### src/hdl/lkpd_pkg.sv
// lkpd_pkg: shared types and constants for the ladder keypad press decoder
// button classes, event codes, fixed ladder windows and register map
// no dependencies

package lkpd_pkg;

    typedef logic [2:0] lkpd_class_t;
    typedef logic [3:0] lkpd_event_t;

    // button classes
    localparam lkpd_class_t CLS_IDLE  = 3'd0;
    localparam lkpd_class_t CLS_UP    = 3'd1;
    localparam lkpd_class_t CLS_DOWN  = 3'd2;
    localparam lkpd_class_t CLS_LEFT  = 3'd3;
    localparam lkpd_class_t CLS_RIGHT = 3'd4;

    // event codes
    localparam lkpd_event_t EV_NONE     = 4'd0;
    localparam lkpd_event_t LONG_OFFSET = 4'd4;

    // open windows on the ladder reading (bounds excluded)
    localparam logic [15:0] WIN_DOWN_LO  = 16'd170;
    localparam logic [15:0] WIN_DOWN_HI  = 16'd190;
    localparam logic [15:0] WIN_RIGHT_LO = 16'd311;
    localparam logic [15:0] WIN_RIGHT_HI = 16'd331;
    localparam logic [15:0] WIN_UP_LO    = 16'd600;
    localparam logic [15:0] WIN_UP_HI    = 16'd620;
    localparam logic [15:0] WIN_LEFT_LO  = 16'd830;
    localparam logic [15:0] WIN_LEFT_HI  = 16'd850;

    // register map, word index
    localparam int          ADDR_BITS       = 4;
    localparam logic [1:0]  REG_SHORT_PRESS = 2'd0;
    localparam logic [1:0]  REG_LONG_PRESS  = 2'd1;
    localparam logic [1:0]  REG_IDLE_REARM  = 2'd2;

    localparam logic [15:0] SHORT_PRESS_RST = 16'd10;
    localparam logic [15:0] LONG_PRESS_RST  = 16'd100;
    localparam logic [7:0]  IDLE_REARM_RST  = 8'd50;

    localparam logic [7:0]  IDLE_MAX = 8'hFF;

    function automatic lkpd_class_t classify(input logic [15:0] a);
        lkpd_class_t c;
        c = CLS_IDLE;
        if (a > WIN_DOWN_LO && a < WIN_DOWN_HI) begin
            c = CLS_DOWN;
        end else if (a > WIN_RIGHT_LO && a < WIN_RIGHT_HI) begin
            c = CLS_RIGHT;
        end else if (a > WIN_UP_LO && a < WIN_UP_HI) begin
            c = CLS_UP;
        end else if (a > WIN_LEFT_LO && a < WIN_LEFT_HI) begin
            c = CLS_LEFT;
        end
        return c;
    endfunction

endpackage

### src/hdl/ladder_keypad_press_decoder.sv
// ladder_keypad_press_decoder: top level of the resistor ladder keypad decoder
// classifies ADC samples, tracks hold / idle time and emits press events
// depends on lkpd_pkg

// One ADC sample of the four-button ladder line enters per request on the s_
// stream and yields exactly one press event on the m_ stream, in order. Each
// sample is classified by fixed open windows (171..189 down, 312..330 right,
// 601..619 up, 831..849 left, anything else idle). A short press event (1 up,
// 2 down, 3 left, 4 right) is given once the same button has been seen for more
// than short_press_count consecutive repeats; a long event (5..8) follows once
// the hold passes long_press_count. Each fires once, until the line has been
// idle for more than idle_rearm_count samples; idle samples still move the
// fired flags (with a threshold of 0 a flag can be set on idle, with code 0).
// Classification, counter update and event decision are combinational up to the
// output register: an event is offered in the cycle after its sample is taken,
// and a sample is taken every cycle while that register is free or draining.
// Registers on the APB port: 0x0 short_press_count, 0x4 long_press_count,
// 0x8 idle_rearm_count; write them only while no request is in flight.

module ladder_keypad_press_decoder
    import lkpd_pkg::*;
#(
    parameter int SAMPLE_BITS     = 10,
    parameter int HOLD_COUNT_BITS = 16
) (
    input  logic                                   aclk,
    input  logic                                   aresetn,

    // sample stream
    input  logic                                   s_tvalid,
    output logic                                   s_tready,
    input  logic [((SAMPLE_BITS + 7) / 8) * 8 - 1:0] s_tdata,  // [SAMPLE_BITS-1:0] ladder_sample

    // event stream
    output logic                                   m_tvalid,
    input  logic                                   m_tready,
    output logic [7:0]                             m_tdata,   // [3:0] press_event

    // configuration
    input  logic                                   psel,
    input  logic                                   penable,
    input  logic                                   pwrite,
    input  logic [ADDR_BITS-1:0]                   paddr,
    input  logic [31:0]                            pwdata,
    output logic [31:0]                            prdata,
    output logic                                   pready
);

    // compare width covers both the hold counter and the 16-bit thresholds
    localparam int CMP_BITS = (HOLD_COUNT_BITS > 16) ? HOLD_COUNT_BITS : 16;

    // configuration registers
    logic [15:0] short_press_reg;
    logic [15:0] long_press_reg;
    logic [7:0]  idle_rearm_reg;

    // decoder state
    lkpd_class_t                last_class_reg, class_next;
    logic [HOLD_COUNT_BITS-1:0] hold_count_reg, hold_count_next;
    logic [7:0]                 idle_count_reg, idle_count_next;
    logic                       short_fired_reg, short_fired_next;
    logic                       long_fired_reg, long_fired_next;

    // output register
    logic        m_valid_reg;
    lkpd_event_t event_reg, event_next;

    logic in_fire;
    logic cfg_write;
    logic [1:0] cfg_index;

    logic rearm;
    logic fire_short;
    logic fire_long;
    logic short_flag_armed;
    logic long_flag_armed;
    logic [CMP_BITS-1:0] hold_cmp;

    // -------------------------------------------------------------------------
    // handshake: the output register takes a new event when empty or draining
    // -------------------------------------------------------------------------
    assign s_tready = ~m_valid_reg | m_tready;
    assign in_fire  = s_tvalid & s_tready;
    assign m_tvalid = m_valid_reg;
    assign m_tdata  = {4'd0, event_reg};

    // -------------------------------------------------------------------------
    // configuration port
    // -------------------------------------------------------------------------
    assign pready    = 1'b1;
    assign cfg_index = paddr[3:2];
    assign cfg_write = psel & penable & pwrite & pready;

    always_comb begin
        unique case (cfg_index)
            REG_SHORT_PRESS: prdata = {16'd0, short_press_reg};
            REG_LONG_PRESS:  prdata = {16'd0, long_press_reg};
            REG_IDLE_REARM:  prdata = {24'd0, idle_rearm_reg};
            default:         prdata = 32'd0;
        endcase
    end

    always_ff @(posedge aclk) begin
        if (!aresetn) begin
            short_press_reg <= SHORT_PRESS_RST;
            long_press_reg  <= LONG_PRESS_RST;
            idle_rearm_reg  <= IDLE_REARM_RST;
        end else if (cfg_write) begin
            // writes past the last register fall through and are dropped
            case (cfg_index)
                REG_SHORT_PRESS: short_press_reg <= pwdata[15:0];
                REG_LONG_PRESS:  long_press_reg  <= pwdata[15:0];
                REG_IDLE_REARM:  idle_rearm_reg  <= pwdata[7:0];
                default: ;
            endcase
        end
    end

    // -------------------------------------------------------------------------
    // single pass: classify, count, decide
    // -------------------------------------------------------------------------
    always_comb begin
        // only the sample bits count; the windows are fixed
        class_next = classify(16'(s_tdata[SAMPLE_BITS-1:0]));

        // idle run length, saturating
        if (class_next == CLS_IDLE) begin
            idle_count_next = (idle_count_reg == IDLE_MAX) ? IDLE_MAX
                                                           : idle_count_reg + 8'd1;
        end else begin
            idle_count_next = 8'd0;
        end

        rearm = idle_count_next > idle_rearm_reg;

        // hold run length: an idle repeat restarts from zero then counts one
        if (class_next != last_class_reg) begin
            hold_count_next = '0;
        end else if (class_next == CLS_IDLE) begin
            hold_count_next = HOLD_COUNT_BITS'(1);
        end else if (hold_count_reg == '1) begin
            hold_count_next = hold_count_reg;
        end else begin
            hold_count_next = hold_count_reg + HOLD_COUNT_BITS'(1);
        end

        hold_cmp         = CMP_BITS'(hold_count_next);
        short_flag_armed = rearm | ~short_fired_reg;
        long_flag_armed  = rearm | ~long_fired_reg;

        // short check wins; long only when short did not fire
        fire_short = (hold_cmp > CMP_BITS'(short_press_reg)) & short_flag_armed;
        fire_long  = ~fire_short & (hold_cmp > CMP_BITS'(long_press_reg))
                     & long_flag_armed;

        short_fired_next = fire_short | (short_fired_reg & ~rearm);
        long_fired_next  = fire_long  | (long_fired_reg  & ~rearm);

        // flags move on idle too, but idle never reports an event
        if (class_next == CLS_IDLE) begin
            event_next = EV_NONE;
        end else if (fire_short) begin
            event_next = lkpd_event_t'(class_next);
        end else if (fire_long) begin
            event_next = lkpd_event_t'(class_next) + LONG_OFFSET;
        end else begin
            event_next = EV_NONE;
        end
    end

    // -------------------------------------------------------------------------
    // state and output registers
    // -------------------------------------------------------------------------
    always_ff @(posedge aclk) begin
        if (!aresetn) begin
            last_class_reg  <= CLS_IDLE;
            hold_count_reg  <= '0;
            idle_count_reg  <= 8'd0;
            short_fired_reg <= 1'b0;
            long_fired_reg  <= 1'b0;
            m_valid_reg     <= 1'b0;
        end else begin
            if (in_fire) begin
                last_class_reg  <= class_next;
                hold_count_reg  <= hold_count_next;
                idle_count_reg  <= idle_count_next;
                short_fired_reg <= short_fired_next;
                long_fired_reg  <= long_fired_next;
                m_valid_reg     <= 1'b1;
            end else if (m_tready) begin
                m_valid_reg     <= 1'b0;
            end
        end
    end

    // event payload needs no reset
    always_ff @(posedge aclk) begin
        if (in_fire) begin
            event_reg <= event_next;
        end
    end

endmodule

### config.mk
export PLATFORM = sky130hd
export DESIGN_NAME = ladder_keypad_press_decoder
export DESIGN_NICKNAME = d
export VERILOG_FILES = /design/src/hdl/lkpd_pkg.sv /design/src/hdl/ladder_keypad_press_decoder.sv
export SDC_FILE = /design/constraint.sdc
export NUM_CORES = 1
export LEC_CHECK = 0
export ABC_AREA = 1
export ABC_CLOCK_PERIOD_IN_PS = 6350
export BUFFER_PORTS_ARGS = -buffer_cell sky130_fd_sc_hd__buf_2
export CAP_MARGIN = 20
export CORE_ASPECT_RATIO = 1.5
export CORE_MARGIN = 1.5
export CORE_UTILIZATION = 30
export CTS_BUF_LIST = sky130_fd_sc_hd__clkbuf_16
export DETAILED_ROUTE_END_ITERATION = 16
export GPL_ROUTABILITY_DRIVEN = 0
export PLACE_DENSITY = 0.56
export SYNTH_ARGS = -nofsm -noshare
export SYNTH_HDL_FRONTEND = slang
export SYNTH_SLANG_ARGS = --single-unit
### constraint.sdc
create_clock -name aclk -period 6.35 [get_ports aclk]
set_input_delay 0.635 -clock aclk [delete_from_list [all_inputs] [get_ports aclk]]
set_output_delay 0.635 -clock aclk [all_outputs]
set_load 0.02 [all_outputs]
# [Word level (Yosys, flattened, before mapping)]
# Cells that the tools add are included.
[word_totals] in_bits=59 regBits=74 elab_cells=74 out_inout_bits=43
[op_classes] muxes=14 addsub=3 bitwise=19 n_eq_ne=5 order_cmp=11 n_reduce_logical=11
[op_table] cell="2-to-1 mux 16 bit" n=3
[op_table] cell="case mux 16 bit (3 select lines)" n=1
[op_table] cell="> comparator 16 bit" n=2
[op_table] cell="> comparator 10 bit (second input constant)" n=2
[op_table] cell="< comparator 10 bit (second input constant)" n=2
[op_table] cell="adder 16 x 1 -> 16 bit (second input constant)" n=1
[op_table] cell="equality test 16 bit (second input constant)" n=1
[op_table] cell="2-to-1 mux 8 bit" n=2
[op_table] cell="2-to-1 mux 3 bit" n=4
[op_table] cell="> comparator 10 x 8 -> 1 bit (second input constant)" n=1
[op_table] cell="> comparator 10 x 9 -> 1 bit (second input constant)" n=1
[op_table] cell="< comparator 10 x 8 -> 1 bit (second input constant)" n=1
[op_table] cell="< comparator 10 x 9 -> 1 bit (second input constant)" n=1
[op_table] cell="adder 8 x 1 -> 8 bit (second input constant)" n=1
[op_table] cell="AND 1 bit" n=8
[op_table] cell="equality test 8 bit (second input constant)" n=1
[op_table] cell="> comparator 8 bit" n=1
[op_table] cell="inverter 1 bit" n=6
[op_table] cell="AND reduction 2 bit" n=3
[op_table] cell="OR 1 bit" n=5
[op_table] cell="adder 3 x 3 -> 4 bit (second input constant)" n=1
[op_table] cell="logical AND 1 bit" n=4
[op_table] cell="2-to-1 mux 2 bit" n=2
[op_table] cell="logical NOT 3 bit" n=1
[op_table] cell="other kinds (7)" n=8

# [Depth between registers and ports, before layout]
[depth] word_depth=16 mapped_depth=26 depth_no_buf=25

# [Worst setup path after synthesis]
# Ideal clock, no wire load.
[synth_path] kind="input to register" startpoint="input port s_tdata[1]" endpoint="register event_reg[0], data pin" stages=23 setup_slack_ns=3.489 setup_time_ns=0.249 required_time_ns=6.101 n_path_buf=1 arrival_time_ns=2.612 path_cell_list="inv_1 > nand2_1 > nand2_1 > nand3_1 > nand2_1 > nand2_2 > nand2_1 > nand2_1 > nor2_8 > buf_8 > nand3_2 > inv_1 > ha_1 > nand2_1 > inv_1 > o21ai_0 > a21oi_1 > nor2_1 > nand2_1 > nand3_1 > o21ai_0 > nand2_1 > inv_1"
[synth_via] elab_chain_cells=16 word_cells_on_any_way=33 classes_between="1 x add/sub; 11 x order compare; 1 x eq/ne; 9 x mux; 6 x bitwise; 5 x reduce/logical"
[synth_lines] item="from (decl)" line="ladder_keypad_press_decoder.sv:32" rtl="input logic [((SAMPLE_BITS + 7) / 8) * 8 - 1:0] s_tdata,"
[synth_lines] item="> comparator 10 bit or < comparator 10 bit (tied branches)" line="lkpd_pkg.sv:52" rtl="end else if (a > WIN_LEFT_LO && a < WIN_LEFT_HI) begin"
[synth_lines] item="logical AND 1 bit" line="lkpd_pkg.sv:52"
[synth_lines] item="2-to-1 mux 2 bit" line="lkpd_pkg.sv:52"
[synth_lines] item="2-to-1 mux 2 bit" line="lkpd_pkg.sv:50" rtl="end else if (a > WIN_UP_LO && a < WIN_UP_HI) begin"
[synth_lines] item="2-to-1 mux 3 bit" line="lkpd_pkg.sv:48" rtl="end else if (a > WIN_RIGHT_LO && a < WIN_RIGHT_HI) begin"
[synth_lines] item="2-to-1 mux 3 bit *" line="lkpd_pkg.sv:46" rtl="if (a > WIN_DOWN_LO && a < WIN_DOWN_HI) begin"
[synth_lines] item="logical NOT 3 bit" line="ladder_keypad_press_decoder.sv:139" rtl="end else if (class_next == CLS_IDLE) begin"
[synth_lines] item="2-to-1 mux 16 bit" line="ladder_keypad_press_decoder.sv:139"
[synth_lines] item="2-to-1 mux 16 bit *" line="ladder_keypad_press_decoder.sv:137" rtl="if (class_next != last_class_reg) begin"
[synth_lines] item="named net hold_cmp[9]" line="ladder_keypad_press_decoder.sv:77" rtl="logic [CMP_BITS-1:0] hold_cmp;"
[synth_lines] item="> comparator 16 bit" line="ladder_keypad_press_decoder.sv:152" rtl="fire_short = (hold_cmp > CMP_BITS'(short_press_reg)) & short_flag_armed;"
[synth_lines] item="AND 1 bit" line="ladder_keypad_press_decoder.sv:152"
[synth_lines] item="inverter 1 bit" line="ladder_keypad_press_decoder.sv:153" rtl="fire_long = ~fire_short & (hold_cmp > CMP_BITS'(long_press_reg))"
[synth_lines] item="AND 1 bit" line="ladder_keypad_press_decoder.sv:153"
[synth_lines] item="AND 1 bit" line="ladder_keypad_press_decoder.sv:154" rtl="& long_flag_armed;"
[synth_lines] item="2-to-1 mux 3 bit" line="ladder_keypad_press_decoder.sv:164" rtl="end else if (fire_long) begin"
[synth_lines] item="2-to-1 mux 3 bit *" line="ladder_keypad_press_decoder.sv:162" rtl="end else if (fire_short) begin"
[synth_lines] item="to (signal assigned)" line="ladder_keypad_press_decoder.sv:199" rtl="event_reg <= event_next;"
[synth_lines] item="to (decl)" line="ladder_keypad_press_decoder.sv:66" rtl="lkpd_event_t event_reg, event_next;"
# The timed path passes the listed nets; every way through them passes the cells marked *.
# A chain may end at the register's enable or synchronous reset.

# [Final worst setup path]
[layout_path] startpoint="input port s_tdata[4]" endpoint="register event_reg[0], data pin"
# Same word-level chain as after synthesis.

==> flow_metrics.env <==
export IMPL_crit_reg2reg_capture="event_reg[0]$_SDFFCE_PP0P_"
export IMPL_netlist_top_cell_by_area="dfxtp_1"
export IMPL_num_nets_final=898
export IMPL_postCtsSetupRepairBufs=0
export IMPL_vdd_ir_drop_max_uv=101.8
export IMPL_cts_root_buf="clkbuf_16"
export IMPL_timing_setup_critical_path_class="in -> reg"
export IMPL_crit_reg2reg_launch="hold_count_reg[0]$_SDFFE_PN0P_"
export IMPL_ant_nets=0
export IMPL_worstMarginPinSlew_ns=1.074
export IMPL_number_of_antenna_violations_at_the_first_check_in_global_routing=0
export IMPL_areaGrowthSynthToFinish_pct=12.36
export IMPL_place_hpwl_um=9923
export IMPL_port_buffer_count=56
export IMPL_antenna_cells_inserted=0
export IMPL_cts_hold_fix_buffers=0
export IMPL_r2r_cells=20
export IMPL_post_route_cell_area_um2=5826
export IMPL_placed_cells_incl_taps=996
export IMPL_avgSynthCellArea_um2=6.886
export IMPL_synth_enable_flop_cells=4
export IMPL_crit_path_start="s_tdata[4]"
export IMPL_effective_utilization_at_floorplan=0.3080
export IMPL_critPathMaxFanout=23
export IMPL_floorplan_die_area_um2=18100
export IMPL_ratio_of_routed_vias_to_standard_cells=4.617
export IMPL_timing_max_transition_violations_final=0
export IMPL_placement_rows=58
export IMPL_total_leakage_power_nw=2.814
export IMPL_grt_pass1_wl_um=21180
export IMPL_cts_resized=0
export IMPL_clock_skew_ns=0.007239
export IMPL_fp_dieH_um=164.0
export IMPL_hp_class="reg -> reg"
export IMPL_instance_count_of_the_mapped_netlist=753
export IMPL_drive_above_1_share=0.1446
export IMPL_clk_latency_ns=0.34
export IMPL_timing_final_hold_violations=0
export IMPL_first_global_vias=4368
export IMPL_worst_setup_path_start_kind="primary input"
export IMPL_dominantRegCellSynth="dfxtp_1"
export IMPL_layout_setup_ws_ns=2.942
export IMPL_cts_tree="built"
export IMPL_critical_path_required_ns=6.45
export IMPL_finalNonFillerCells=1012
export IMPL_netlist_top_cells_count="nand2_1, inv_1, nor2_1, a21oi_1"
export IMPL_placement_cell_area_um2=5529
export IMPL_detailed_router_iteration_count_before_antenna_repair=4
export IMPL_worst_hold_path_cell_count=2
export IMPL_syn_area_um2=5185
export IMPL_power_mw=1.213
export IMPL_synth_top_cells_by_area="dfxtp_1, ha_1, nand2_1, inv_1, a21oi_1"
export IMPL_flop2flop_setup_slack_ns=2.94
export IMPL_place_ws_ns=2.565
export IMPL_arrival_ns=3.51
export IMPL_worst_slew_margin_rel=0.2837
export IMPL_grt_setup_unrepaired="no"
export IMPL_floorplan_core_area_um2=16840
export IMPL_fill_cells=1884
export IMPL_iteration_0_drc_count_of_the_detailed_router=196
export IMPL_clock_slew_at_reported_path_ffs_ns=0.06
export IMPL_yosysWarnings=0
export IMPL_detail_route_drc_violations=0
export IMPL_pin_count_of_the_biggest_net_entering_global_routing=67
export IMPL_synth_seq_cells=74
export IMPL_synth_most_common_cell="nand2_1"
export IMPL_power_density_nw_per_um2=208.1
export IMPL_routed_wire_length_per_instance_um=12.98
export IMPL_grt_ovfl_total=0
export IMPL_cts_htree_levels=3
export IMPL_routed_via_count=4672
export IMPL_cap_violations=0
export IMPL_timing_final_crit_share=0.5367
export IMPL_global_route_usage_total=0.1525
export IMPL_drt_wl_total_um=13140
export IMPL_fraction_of_registers_with_async_set_reset=0
export IMPL_number_of_sinks_on_the_clock_net=74
export IMPL_worst_hold_slack_ns=0.4656
export IMPL_clock_fmax_mhz=293.4
export IMPL_final_util=0.3460
export IMPL_cts_buffers_inserted=9
export IMPL_synth_largest_type_area_fraction=0.2703
export IMPL_finalSetupTns_ns=0
export IMPL_clock_path_buffers=2
export IMPL_number_of_endpoints_failing_setup_at_the_final_stage=0
export IMPL_crit_path_end="event_reg[0]$_SDFFCE_PP0P_"
export IMPL_synth_distinct_cells=41
export IMPL_status="completed"
export IMPL_design_portCount=102
export IMPL_chipWidth_um=110.3
export IMPL_ys_seq_area_frac=0.2934
export IMPL_critical_path_endpoint_type="flop"
export IMPL_period_minus_slack_ns=3.408
## per-layer routing
layer	track usage	vias to the layer above	routed length (µm)
met1	0.1652	2094	5303
met3	0.01667	20	240
met5	0	-	0
met4	0.06818	0	389
met2	0.2887	58	7204
li1	-	2500	-
## how the worst min path moves through the flow
stage,slack [ns],startpoint,end
2_1_floorplan,0.44,long_fired_reg$_SDFFE_PN0P_,long_fired_reg$_SDFFE_PN0P_
5_1_grt,0.51,long_fired_reg$_SDFFE_PN0P_,long_fired_reg$_SDFFE_PN0P_
3_5_place_dp,0.46,short_fired_reg$_SDFFE_PN0P_,short_fired_reg$_SDFFE_PN0P_
4_1_cts,0.47,short_fired_reg$_SDFFE_PN0P_,short_fired_reg$_SDFFE_PN0P_
3_3_place_gp,0.45,short_fired_reg$_SDFFE_PN0P_,short_fired_reg$_SDFFE_PN0P_
6_report,0.47,short_fired_reg$_SDFFE_PN0P_,short_fired_reg$_SDFFE_PN0P_
## cell usage in the layout (no fill, tap or decap), types with 9 or more instances in the layout
| master | instances |
|---|---|
| inv_1 | 118 |
| a21oi_2 | 12 |
| clkbuf_16 | 9 |
| a21oi_1 | 72 |
| nand3_2 | 11 |
| nand2_1 | 128 |
| conb_1 | 21 |
| ha_1 | 42 |
| buf_2 | 56 |
| o21ai_0 | 70 |
| dfxtp_1 | 70 |
| nor2_1 | 75 |
| nand3_1 | 32 |
## kinds of logic after synthesis
| group | synth area share |
|---|---|
| buffers and inverters | 0.1412 |
| AO/OA/AOI/OAI | 0.2010 |
| XOR/XNOR | 0.01689 |
| AND/OR/NAND/NOR | 0.2447 |
| other | 0.001448 |
| adder cells (fa/ha/maj) | 0.1014 |
| flip-flops | 0.2934 |
## power breakdown
group / total (mW) / internal, mW / switching (mW)
clock network: 0.513 / 0.303 / 0.210
registers: 0.504 / 0.489 / 0.0151
logic: 0.196 / 0.0621 / 0.134
## critical path, cell delays in order
cell and delay (ns):
buf_2 0.14, nand2_1 0.06, nor2_1 0.14, inv_1 0.05, nand2_1 0.06, nand2_1 0.06
nand2_2 0.10, nand2_2 0.08, nor2_4 0.44, nor2_1 0.11, nand3_2 0.13, inv_1 0.08
ha_1 0.29, nand2_1 0.06, inv_1 0.03, o21ai_0 0.15, a21oi_1 0.09, nor2_1 0.13
nand2_1 0.09, nand3_1 0.16, o21ai_0 0.25, nand2_1 0.13, inv_1 0.04
## final cells by class
cell class / instances / area (µm²) / area share
timing repair buffer: 57 / 287.8 / 0.04940
multi-input combinational: 534 / 3003 / 0.5155
inverter: 121 / 454.2 / 0.07796
clock inverter: 7 / 71.32 / 0.01224
clock buffer: 9 / 225.2 / 0.03866
sequential: 74 / 1521 / 0.2612
tap: 210 / 262.8 / 0.04510
No activity file was read; power rests on OpenSTA's default activity.
